<file path="config.mk">
export PLATFORM = sky130hd
export DESIGN_NAME = pixel_depth_packer_core
export DESIGN_NICKNAME = d
export VERILOG_FILES = /design/src/rtl/core/pdp_pkg.sv /design/src/rtl/core/pdp_cfg.sv /design/src/rtl/core/pdp_inreg.sv /design/src/rtl/core/pdp_engine.sv /design/src/rtl/core/pdp_outq.sv /design/src/rtl/core/pixel_depth_packer_core.sv
export VERILOG_INCLUDE_DIRS = /design/src /design/src/rtl/core
export SDC_FILE = /design/constraint.sdc
export NUM_CORES = 1
export LEC_CHECK = 0
export BUFFER_PORTS_ARGS = -buffer_cell sky130_fd_sc_hd__buf_2
export CAP_MARGIN = 30
export CORE_MARGIN = 3
export CORE_UTILIZATION = 65
export DETAILED_ROUTE_END_ITERATION = 7
export HOLD_SLACK_MARGIN = 0.15
export PLACE_DENSITY = 0.93
export SETUP_SLACK_MARGIN = 0.02
export SLEW_MARGIN = 20
export SYNTH_ARGS = -nofsm -noshare
export SYNTH_HDL_FRONTEND = slang
export SYNTH_SLANG_ARGS = --single-unit
export TNS_END_PERCENT = 10
</file>
<file path="constraint.sdc">
create_clock -name clk -period 7.3 [get_ports clk]
set_clock_uncertainty 0.15 [all_clocks]
set_input_delay 1.095 -clock clk [delete_from_list [all_inputs] [get_ports clk]]
set_output_delay 1.095 -clock clk [all_outputs]
set_load 0.01 [all_outputs]
</file>
<file path="src/rtl/core/pixel_depth_packer_core_assert.svh">
// assertion macros shared by the packer modules
`ifndef PIXEL_DEPTH_PACKER_CORE_ASSERT_SVH
`define PIXEL_DEPTH_PACKER_CORE_ASSERT_SVH

`ifndef ASSERT_OFF
`define PDP_ASSERT_IMPL(lbl, clk, rst, ante, cons) \
  lbl: assert property (@(posedge clk) disable iff (rst) (ante) |-> (cons)) \
    else $error("pixel depth packer: assertion failed");
`define PDP_ASSERT_NEXT(lbl, clk, rst, ante, cons) \
  lbl: assert property (@(posedge clk) disable iff (rst) (ante) |=> (cons)) \
    else $error("pixel depth packer: assertion failed");
`else
`define PDP_ASSERT_IMPL(lbl, clk, rst, ante, cons)
`define PDP_ASSERT_NEXT(lbl, clk, rst, ante, cons)
`endif

`endif

</file>
<file path="src/rtl/core/pdp_pkg.sv">
`default_nettype none

package pdp_pkg;

  localparam int unsigned MAX_ROW_WIDTH  = 4096;
  localparam int unsigned ROW_WIDTH_BITS = 13;

  typedef logic [ROW_WIDTH_BITS-1:0] col_t;

  typedef enum logic [1:0] {
    REG_DEPTH_CODE = 2'd0,
    REG_MSB_FIRST  = 2'd1,
    REG_ROW_WIDTH  = 2'd2
  } cfg_reg_e;

  typedef struct packed {
    logic [1:0] depth_code;
    logic       msb_first;
    col_t       width;        // already clamped to 1..MAX_ROW_WIDTH
  } cfg_t;

  typedef struct packed {
    logic [7:0] pixel_value;
    logic       first_of_image;
  } item_t;

  typedef struct packed {
    logic [7:0] packed_byte;
    logic       row_end;
    logic       last_of_run;
  } result_t;

  function automatic logic [2:0] start_pos(logic [1:0] lg, logic msb);
    logic [3:0] d;
    d = 4'd1 << lg;
    return msb ? 3'(4'd8 - d) : 3'd0;
  endfunction

  // slots still needed (including this one) until the byte completes
  function automatic logic [3:0] slots_to_fill(logic [2:0] pos, logic [1:0] lg, logic msb);
    logic [3:0] d;
    logic [3:0] gap;
    d   = 4'd1 << lg;
    gap = 4'd8 - {1'b0, pos};
    if (msb) begin
      return ({1'b0, pos} >> lg) + 4'd1;
    end
    return (gap + d - 4'd1) >> lg;
  endfunction

  function automatic logic [3:0] full_slots(logic [1:0] lg);
    return 4'd8 >> lg;
  endfunction

  // move by r slots that do not complete the byte
  function automatic logic [2:0] pos_advance(logic [2:0] pos, logic [1:0] lg, logic msb,
                                             logic [3:0] r);
    logic [3:0] span;
    span = r << lg;
    return msb ? 3'({1'b0, pos} - span) : 3'({1'b0, pos} + span);
  endfunction

endpackage

`default_nettype wire

</file>
<file path="src/rtl/core/pdp_cfg.sv">
`default_nettype none

module pdp_cfg (
  input  wire logic              clk,
  input  wire logic              rst,
  input  wire logic              cfg_valid,
  output logic                   cfg_ready,
  input  wire logic [1:0]        cfg_index,
  input  wire logic [12:0]       cfg_data,
  output pdp_pkg::cfg_t          cfg
);
  import pdp_pkg::*;

  logic [1:0] depth_code;
  logic       msb_first;
  col_t       row_width;
  logic       wr;

  assign cfg_ready = 1'b1;
  assign wr        = cfg_valid && cfg_ready;

  always_ff @(posedge clk) begin
    if (rst) begin
      depth_code <= 2'd3;
      msb_first  <= 1'b0;
      row_width  <= col_t'(1);
    end else if (wr) begin
      if (cfg_index == REG_DEPTH_CODE) begin
        depth_code <= cfg_data[1:0];
      end
      if (cfg_index == REG_MSB_FIRST) begin
        msb_first <= cfg_data[0];
      end
      if (cfg_index == REG_ROW_WIDTH) begin
        row_width <= cfg_data;
      end
    end
  end

  always_comb begin
    cfg.depth_code = depth_code;
    cfg.msb_first  = msb_first;
    if (row_width == '0) begin
      cfg.width = col_t'(1);
    end else if (row_width > col_t'(MAX_ROW_WIDTH)) begin
      cfg.width = col_t'(MAX_ROW_WIDTH);
    end else begin
      cfg.width = row_width;
    end
  end

endmodule

`default_nettype wire

</file>
<file path="src/rtl/core/pdp_inreg.sv">
`default_nettype none

module pdp_inreg (
  input  wire logic          clk,
  input  wire logic          rst,
  input  wire logic          in_valid,
  output logic               in_ready,
  input  pdp_pkg::item_t     in_item,
  output logic               valid,
  output pdp_pkg::item_t     item,
  input  wire logic          take
);
  import pdp_pkg::*;

  // refills in the same cycle that the engine takes the held item
  assign in_ready = !valid || take;

  always_ff @(posedge clk) begin
    if (rst) begin
      valid <= 1'b0;
    end else if (in_ready) begin
      valid <= in_valid;
    end
  end

  always_ff @(posedge clk) begin
    if (in_valid && in_ready) begin
      item <= in_item;
    end
  end

endmodule

`default_nettype wire

</file>
<file path="src/rtl/core/pdp_engine.sv">
`default_nettype none

`include "pixel_depth_packer_core_assert.svh"

module pdp_engine (
  input  wire logic          clk,
  input  wire logic          rst,
  input  pdp_pkg::cfg_t      cfg,
  input  wire logic          item_valid,
  input  pdp_pkg::item_t     item,
  output logic               take,
  input  wire logic          full,
  output logic               push,
  output pdp_pkg::result_t   res
);
  import pdp_pkg::*;

  logic [7:0] partial, partial_next;
  logic [2:0] pos, pos_next;
  col_t       col, col_next;
  logic [3:0] pad_left, pad_left_next;

  logic       space;
  logic [2:0] start;
  logic [3:0] nfull;
  logic [2:0] p0;
  logic [7:0] b0, b1;
  logic [15:0] shifted;
  col_t       col1;
  logic       row_done;
  logic       pix_done;
  logic [2:0] p1;
  logic [3:0] pad_cnt;
  logic [3:0] np;
  logic [3:0] rem;

  assign space = !full;
  assign take  = item_valid && (pad_left == 4'd0) && space;
  assign start = start_pos(cfg.depth_code, cfg.msb_first);
  assign nfull = full_slots(cfg.depth_code);

  // pixel slot
  always_comb begin
    p0       = item.first_of_image ? start : pos;
    b0       = item.first_of_image ? 8'd0 : partial;
    shifted  = {8'd0, item.pixel_value} << p0;
    b1       = b0 | shifted[7:0];
    pix_done = slots_to_fill(p0, cfg.depth_code, cfg.msb_first) == 4'd1;
    p1       = pix_done ? start : pos_advance(p0, cfg.depth_code, cfg.msb_first, 4'd1);
    col1     = (item.first_of_image ? col_t'(0) : col) + col_t'(1);
    row_done = col1 >= cfg.width;
    pad_cnt  = (cfg.width[2:0] == 3'd0) ? 4'd8 : 4'd8 - {1'b0, cfg.width[2:0]};
  end

  // padding: one completed byte (or the tail of the slots) per cycle while the queue has space
  assign np  = slots_to_fill(pos, cfg.depth_code, cfg.msb_first);
  assign rem = pad_left - np;

  always_comb begin
    partial_next = partial;
    pos_next     = pos;
    col_next     = col;
    pad_left_next = pad_left;
    push         = 1'b0;
    res          = '0;
    if (take) begin
      partial_next = pix_done ? 8'd0 : b1;
      pos_next     = p1;
      col_next     = row_done ? col_t'(0) : col1;
      if (row_done) begin
        pad_left_next = pad_cnt;
      end
      if (pix_done) begin
        push            = 1'b1;
        res.packed_byte = b1;
        // padding from a fresh byte emits only if it spans a whole byte
        res.last_of_run = !row_done || (pad_cnt < nfull);
      end
    end else if ((pad_left != 4'd0) && space) begin
      if (np <= pad_left) begin
        push            = 1'b1;
        res.packed_byte = partial;
        res.row_end     = (rem == 4'd0);
        res.last_of_run = (rem < nfull);
        partial_next    = 8'd0;
        pos_next        = start;
        pad_left_next   = rem;
      end else begin
        pos_next      = pos_advance(pos, cfg.depth_code, cfg.msb_first, pad_left);
        pad_left_next = 4'd0;
      end
    end
  end

  always_ff @(posedge clk) begin
    if (rst) begin
      partial  <= 8'd0;
      pos      <= 3'd0;
      col      <= '0;
      pad_left <= 4'd0;
    end else begin
      partial  <= partial_next;
      pos      <= pos_next;
      col      <= col_next;
      pad_left <= pad_left_next;
    end
  end

  `PDP_ASSERT_NEXT(a_pad_shrinks, clk, rst, (pad_left != 4'd0) && space, pad_left < $past(pad_left))
  `PDP_ASSERT_NEXT(a_row_end_closes_pad, clk, rst, push && res.row_end, pad_left == 4'd0)
  `PDP_ASSERT_NEXT(a_mid_row_no_pad, clk, rst, take && !row_done, pad_left == 4'd0)

endmodule

`default_nettype wire

</file>
<file path="src/rtl/core/pdp_outq.sv">
`default_nettype none

`include "pixel_depth_packer_core_assert.svh"

module pdp_outq (
  input  wire logic          clk,
  input  wire logic          rst,
  input  wire logic          push,
  input  pdp_pkg::result_t   push_data,
  output logic               full,
  output logic               out_valid,
  input  wire logic          out_ready,
  output pdp_pkg::result_t   out_data
);
  import pdp_pkg::*;

  result_t    slots [2];
  logic       wr_ptr;
  logic       rd_ptr;
  logic [1:0] count, count_next;
  logic       wr;
  logic       pop;

  assign full      = (count == 2'd2);
  assign out_valid = (count != 2'd0);
  assign out_data  = slots[rd_ptr];
  assign wr        = push && !full;
  assign pop       = out_valid && out_ready;

  always_comb begin
    case ({wr, pop})
      2'b10:   count_next = count + 2'd1;
      2'b01:   count_next = count - 2'd1;
      default: count_next = count;
    endcase
  end

  always_ff @(posedge clk) begin
    if (rst) begin
      count  <= 2'd0;
      wr_ptr <= 1'b0;
      rd_ptr <= 1'b0;
    end else begin
      count <= count_next;
      if (wr) begin
        wr_ptr <= !wr_ptr;
      end
      if (pop) begin
        rd_ptr <= !rd_ptr;
      end
    end
  end

  always_ff @(posedge clk) begin
    if (wr) begin
      slots[wr_ptr] <= push_data;
    end
  end

  `PDP_ASSERT_IMPL(a_count_range, clk, rst, 1'b1, count != 2'd3)
  `PDP_ASSERT_IMPL(a_no_overrun, clk, rst, push, !full)
  `PDP_ASSERT_NEXT(a_pop_drains, clk, rst, pop && !push, count == $past(count) - 2'd1)

endmodule

`default_nettype wire

</file>
<file path="src/rtl/core/pixel_depth_packer_core.sv">
// pixel depth packer: packs 1, 2, 4 or 8 bit pixel codes into bytes
//
// s_* channel takes one pixel per transaction (tdata = pixel code, tuser =
// first pixel of an image). m_* channel gives one packed byte per transaction
// (tlast = last byte caused by that pixel, tuser = final byte of a row).
// cfg_* writes depth_code (0), msb_first (1) and row_width (2); write only
// while the block is idle. cfg_ready is always high.
//
// a pixel enters an input register, is packed by the engine once it is taken
// and lands in a two-entry output queue, whose head shows on m_tvalid. one
// pixel is taken every cycle while no padding is run and the queue has room;
// after the last pixel of a row the input is held while the padding slots are
// run, one completed byte (or the leftover slots) per cycle while there is room.
// when m_tready is low the queue absorbs up to two bytes, then the engine
// and the input stall until space frees up. nothing is lost or repeated.
//
// reset clears the queue and input register, sets depth 8 bits, lsb-first
// order, row width 1, and empties the partial byte and column count.
`default_nettype none

module pixel_depth_packer_core (
  input  wire logic        clk,
  input  wire logic        rst,
  input  wire logic        s_tvalid,
  output logic             s_tready,
  input  wire logic [7:0]  s_tdata,   // [7:0] pixel_value
  input  wire logic        s_tuser,   // [0] first_of_image
  output logic             m_tvalid,
  input  wire logic        m_tready,
  output logic [7:0]       m_tdata,   // [7:0] packed_byte
  output logic             m_tlast,
  output logic             m_tuser,   // [0] row_end
  input  wire logic        cfg_valid,
  output logic             cfg_ready,
  input  wire logic [1:0]  cfg_index,
  input  wire logic [12:0] cfg_data
);
  import pdp_pkg::*;

  cfg_t    cfg;
  item_t   in_item;
  item_t   item;
  logic    item_valid;
  logic    take;
  logic    full;
  logic    push;
  result_t res;
  result_t out_data;

  assign in_item.pixel_value    = s_tdata;
  assign in_item.first_of_image = s_tuser;

  pdp_cfg u_cfg (
    .clk       (clk),
    .rst       (rst),
    .cfg_valid (cfg_valid),
    .cfg_ready (cfg_ready),
    .cfg_index (cfg_index),
    .cfg_data  (cfg_data),
    .cfg       (cfg)
  );

  pdp_inreg u_inreg (
    .clk      (clk),
    .rst      (rst),
    .in_valid (s_tvalid),
    .in_ready (s_tready),
    .in_item  (in_item),
    .valid    (item_valid),
    .item     (item),
    .take     (take)
  );

  pdp_engine u_engine (
    .clk        (clk),
    .rst        (rst),
    .cfg        (cfg),
    .item_valid (item_valid),
    .item       (item),
    .take       (take),
    .full       (full),
    .push       (push),
    .res        (res)
  );

  pdp_outq u_outq (
    .clk       (clk),
    .rst       (rst),
    .push      (push),
    .push_data (res),
    .full      (full),
    .out_valid (m_tvalid),
    .out_ready (m_tready),
    .out_data  (out_data)
  );

  assign m_tdata = out_data.packed_byte;
  assign m_tuser = out_data.row_end;
  assign m_tlast = out_data.last_of_run;

endmodule

`default_nettype wire
</file>
Word-level counts from Yosys, hierarchy flattened
Memory sizes are Yosys's and may differ from the RTL's. A register that Yosys moved wholly into a read port is not among the register bits.
Cells that the tools add are included.
Word-level totals
  bits in registers: 58
  bits in writable memories: 20
  output and inout bits: 13
  memories: 1
Memories
  u_outq.slots: depth 2, width 10, rd ports 1, clocked after Yosys merged registers in 1, wr ports 1, line pdp_outq.sv:17  | result_t slots [2];
Operators by class
  $add $sub $neg: 18
  order comparisons: 5
  equality and inequality tests: 7
  shifts and indexed selects: 8
  multiplexer cells: 43
  bitwise operators: 1
  reduce and logical (&&, ||, !) cells: 28
Operator list (count)
  $mux 8: 7
  $mux 13: 4
  $mux 4: 9
  $mux 3: 8
  $mux 10: 2
  $add 13x1->13 const B: 1
  $ge 13x13->1: 1
  $gt 13x13->1 const B: 1
  $logic_not 13->1: 1
  $mux 1: 12
  $sub 4x3->4 const A: 3
  $reduce_and 2->1: 5
  $add 4x1->4 const B: 2
  $add 4x4->4: 2
  $logic_not 4->1: 2
  $lt 4x4->1: 2
  $or 8x8->8: 1
  $reduce_bool 2->1: 4
  $shl 8x3->8: 1
  $shr 3x2->4: 2
  $shr 4x2->4: 2
  $sub 4x1->4 const B: 2
  $add 3x3->3: 2
  $eq 2x2->1 const B: 3
  19 further kinds: 31

Longest topological paths before layout
  depth after elaboration: 15
  gate-level depth with buffers: 21

By module
Synthesis repeated with hierarchy kept, for this count alone.
Unflattened totals
  cells, all modules: 588
  area total of the unflattened synthesis: 5360.1 um^2
By module, submodules not included
  pdp_engine: instances 1, cells each 428, area an instance 3379.5 um^2, sequential area each 560.5 um^2
  pdp_outq: instances 1, cells each 57, area an instance 944.7 um^2, sequential area each 700.7 um^2
  pdp_cfg: instances 1, cells each 89, area an instance 710.7 um^2, sequential area each 320.3 um^2
  pdp_inreg: instances 1, cells each 14, area an instance 325.3 um^2, sequential area each 290.3 um^2

Worst setup path after synthesis
Ideal clock, no wire load.
  kind: register -> register
  from: register u_cfg.depth_code[0]
  to: memory u_outq.slots[0][0] (netlist bit) (enable)
  setup time: 0.334 ns
  data arrival time: 4.436 ns
  required time: 6.816 ns
  path slack: 2.380 ns
  cell stages (with the launch flop): 19
  buffers on the path: 2
  period minus slack after synthesis: 4.920 ns
  cell sequence: dfxtp_1 -> buf_2 -> buf_1 -> nand2b_1 -> inv_1 -> ha_1 -> fa_1 -> xnor2_1 -> mux4_2 -> nand2_1 -> o21ai_0 -> ha_1 -> fa_1 -> a21boi_0 -> o21a_1 -> nor2_1 -> nor2_1 -> or3_1 -> inv_1
Between the ends
  word-level cells in the longest chain between the ends: 15
  elaborated cells on any way between the ends: 28
  classes of those cells: add/sub (8); order compare (1); eq/ne (1); shift (5); mux (12); reduce/logical (1)
RTL lines
  start: declaration: line pdp_cfg.sv:14  | logic [1:0] depth_code;
  start signal: assignment: line pdp_cfg.sv:29  | depth_code <= cfg_data[1:0];
  $shl 1x2->4: line pdp_pkg.sv:35  | d = 4'd1 << lg;
  $sub 1x3->3: line pdp_pkg.sv:36  | return msb ? 3'(4'd8 - d) : 3'd0;
  $mux 3: line pdp_pkg.sv:36
  $mux 3: line pdp_engine.sv:44  | p0 = item.first_of_image ? start : pos;
  $sub 4x3->4: line pdp_pkg.sv:44  | gap = 4'd8 - {1'b0, pos};
  $add 4x4->4: line pdp_pkg.sv:48  | return (gap + d - 4'd1) >> lg;
  $sub 4x1->4: line pdp_pkg.sv:48
  $shr 4x2->4: line pdp_pkg.sv:48
  $mux 4: line pdp_pkg.sv:48
  $eq 4x1->1: line pdp_engine.sv:48  | pix_done = slots_to_fill(p0, cfg.depth_code, cfg.msb_first) == 4'd1;
  $mux 1: line pdp_engine.sv:73  | if (pix_done) begin
  $mux 1 *: line pdp_engine.sv:66  | if (take) begin
  $logic_and 1x1->1 *: line pdp_outq.sv:27  | assign wr = push && !full;
  $mux 1 *: line pdp_outq.sv:55  | if (wr) begin
  $mux 1 (implied by the code) *: line pdp_outq.sv:56  | slots[wr_ptr] <= push_data;
  end: declaration: line pdp_outq.sv:17
Every way passes the cells marked *; elsewhere a longest branch is shown, timed or not. The select of a mux whose other input is x is not followed.

Final worst setup path
  from: register u_cfg.depth_code[0]
  to: memory u_outq.slots[0][9] (netlist bit) (enable)
Same word-level chain as after synthesis.

==> results by group <==
Power and ir drop
  • Cell Pwr Density: 307 nW/µm²
  • Static leakage: 0.00220 µW
  • Worst vdd ir: around 190 µV

Global route
  • Total global-route track usage: 0.286
  • Vias in the first global route: 4442
  • GRT overflow: 0
  • Largest net degree at the start of global routing: 33
  • Initial antenna violation count: 0
  • Global-route wire length before repair: 20.2 mm

Worst setup path
  • CP Class: register to register
  • CP startpoint kind: register
  • CP Capture Type: register
  • CP arrival: 6.20 ns
  • Crit path max fanout: 27
  • CP required: 7.16 ns

Finish
  • Layout cells sized above 1: 0.128
  • Nets: around 670
  • Ant diodes: 0
  • Area Overhead vs Synth: 8.78%

Logic synthesis
  • Sequential element share of the synthesized area: 0.369
  • Top-count cell post-synth: nand2_1
  • Post-synth ARST share: 0
  • Average size of a mapped cell: 8.87 µm²
  • Post-synth top area share: 0.197
  • Area contributors post-synth: dfxtp_1 (20%), edfxtp_1 (17%), ha_1 (8.9%)
  • Syn nets: between 600 and 700
  • Post-Syn Instances: 572
  • Yosys top cell by area: dfxtp_1
  • #FFs+latches synth: 79
  • Syn Std Cell Area: roughly 5100 µm²
  • Synth cell count leaders: nand2_1 (89), dfxtp_1 (50), nor2_1 (41)
  • EDFF count, synth: 29
  • Predominant post-synthesis flop cell: dfxtp_1
  • Yosys warning total: 0
  • Netlist cell types: 67

Placed design
  • Placer congestion estimate: 0.943
  • Setup WS pre-CTS: 1.13 ns
  • DP HPWL: 9.00 mm
  • # port buffers: 40

CTS
  • Post-CTS resize count: 0
  • CTS Hold Buffers Added: 0
  • Worst-path clk slew: 0.09 ns
  • Num CTS Buffers: 9
  • Post-CTS Setup Inserts: 0
  • CTS sink cnt: 79
  • CTS tree: built
  • Htree depth: 3
  • Clock Latency Late Sink: 0.35 ns
  • Clock Tree Root: clkbuf_8
  • Longest Clk Path Bufs: 2

Routing
  • Drt first-iter violations: 374
  • Final ANT Viol Nets: 0
  • Residual DRC: 0
  • WL final: 12.3 mm
  • Avg WL per Cell: around 18 µm
  • First-pass detailed-route iteration total: 6
  • DR vias/cell: 6.47
  • Vias: 4539

Timing
  • Final hold violation count: 0
  • Slew margin rel.: 0.363
  • Endpoints failing setup: 0
  • Tcrit/Tclk final: 0.869
  • RSZ-0062 raised after global routing: no
  • Fin crit period: around 6.3 ns
  • Pins Over Slew Limit: 0
  • Slew @ Worst Pin: 0.954 ns
  • Setup ws final: 0.959 ns
  • Fmax: between 0.15 and 0.2 GHz
  • Setup TNS: 0 ns

Flow run
  • MaxCap Viol Count: 0

Die
  • Die Footprint: slightly below 9000 µm²
  • Core Box Area: between 7000 and 8000 µm²
  • Io pins: 42
  • Die Height: 94.3 µm
  • Chip width: 94.3 µm
  • Site row count: 31
  • Initial Util: 0.685

Run status
  • Status: finished, final reports clean

Hold path
  • Hold Crit Class: register to register
[sequential cells by signal, indices dropped and copies added, names as in the netlist, 2 cells and up, named ones only]
name,flops
u_engine.pos,3
u_cfg.depth_code,2
u_cfg.row_width,13
u_inreg.item,9
u_outq.count,2
u_engine.col,13
u_engine.pad_left,4
u_outq.slots,20
u_engine.partial,8
[final cells by class]
type | instances | area [µm²]
flip-flops and latches | 79 | 1870
inverters | 28 | 105
multi-input cells | 436 | 2970
fillers | 509 | 1890
well taps | 99 | 124
clock buffers | 10 | 128
repair buffers | 44 | 228
clock inverters | 6 | 90.1
[worst paths after layout]
kind | from | to | slack (ns) | depth (start not counted)
max | u_cfg.depth_code[0] | u_outq.slots[0][9] | 0.96 | 16
min | u_engine.partial[1] | u_engine.partial[1] | 0.32 | 2
max reg2reg | u_cfg.depth_code[0] | u_outq.slots[0][9] | 0.96 | 16
min reg2reg | u_engine.partial[1] | u_engine.partial[1] | 0.32 | 2
[per-layer routing]
metal,part of all wire,vias up,GRT usage
met1,0.40,2116,0.357
met2,0.47,259,0.484
met5,0,-,0
li1,-,2108,-
met3,0.087,56,0.0542
met4,0.041,0,0.120
[power by group]
group / internal, µW / switching (µW)
Combinational: 271 / 450
Clock: 195 / 165
Sequential: 554 / 57.8
[cells in the final DEF, fill, tap and decap left out, types with 5 or more instances in the layout]
cell and n:
ha_1 36, fa_1 5, mux2_2 11, nand2_1 89
o21ai_0 32, dfxtp_1 50, a22o_1 15, xnor2_1 17
clkbuf_8 9, nor4_1 6, nand3_1 12, xor2_1 8
and3_1 5, inv_1 27, mux2i_1 19, nor2b_1 14
a21oi_1 35, nor2_1 41, edfxtp_1 29, nor3_1 9
buf_2 41
[worst max-delay path, stage by stage (launching register included)]
cell,delay (ns)
dfxtp_1,0.96
nor2_1,0.32
ha_1,0.29
ha_1,0.20
fa_1,0.38
xnor2_1,0.19
mux4_2,0.49
nand2_1,0.08
o21ai_0,0.09
ha_1,0.22
fa_1,0.39
a21boi_0,0.16
o21a_1,0.30
nor2_1,0.67
nor2_1,0.35
or3_1,0.45
inv_1,0.31
[stage by stage]
stage,std cells,hold slack (ns),util,area (µm²),total power (µW)
after floorplan,572,0.291,-,5070,1140
after global placement,684,0.305,0.714,5290,1290
after detailed placement,685,0.306,0.714,5290,1320
after CTS,701,0.317,0.744,5510,1680
after global routing,702,0.369,0.745,5520,1810
final,702,0.323,0.745,5520,1690
[cell families (layout without fill, tap and decap cells)]
group                      after synthesis  after routing  share of synthesized area
DFF                                     79             79                      0.369
adders and majority gates               42             42                      0.111
muxes                                   32             32                     0.0708
and+or+nand+nor                        204            204                      0.187
AOI/OAI and AO/OA                      132            132                      0.173
buffers and inverters                   57             88                     0.0451
xor gates and xnor gates                25             25                     0.0432
other                                    1              1                   0.000739
No activity file was read; power rests on OpenSTA's default activity.
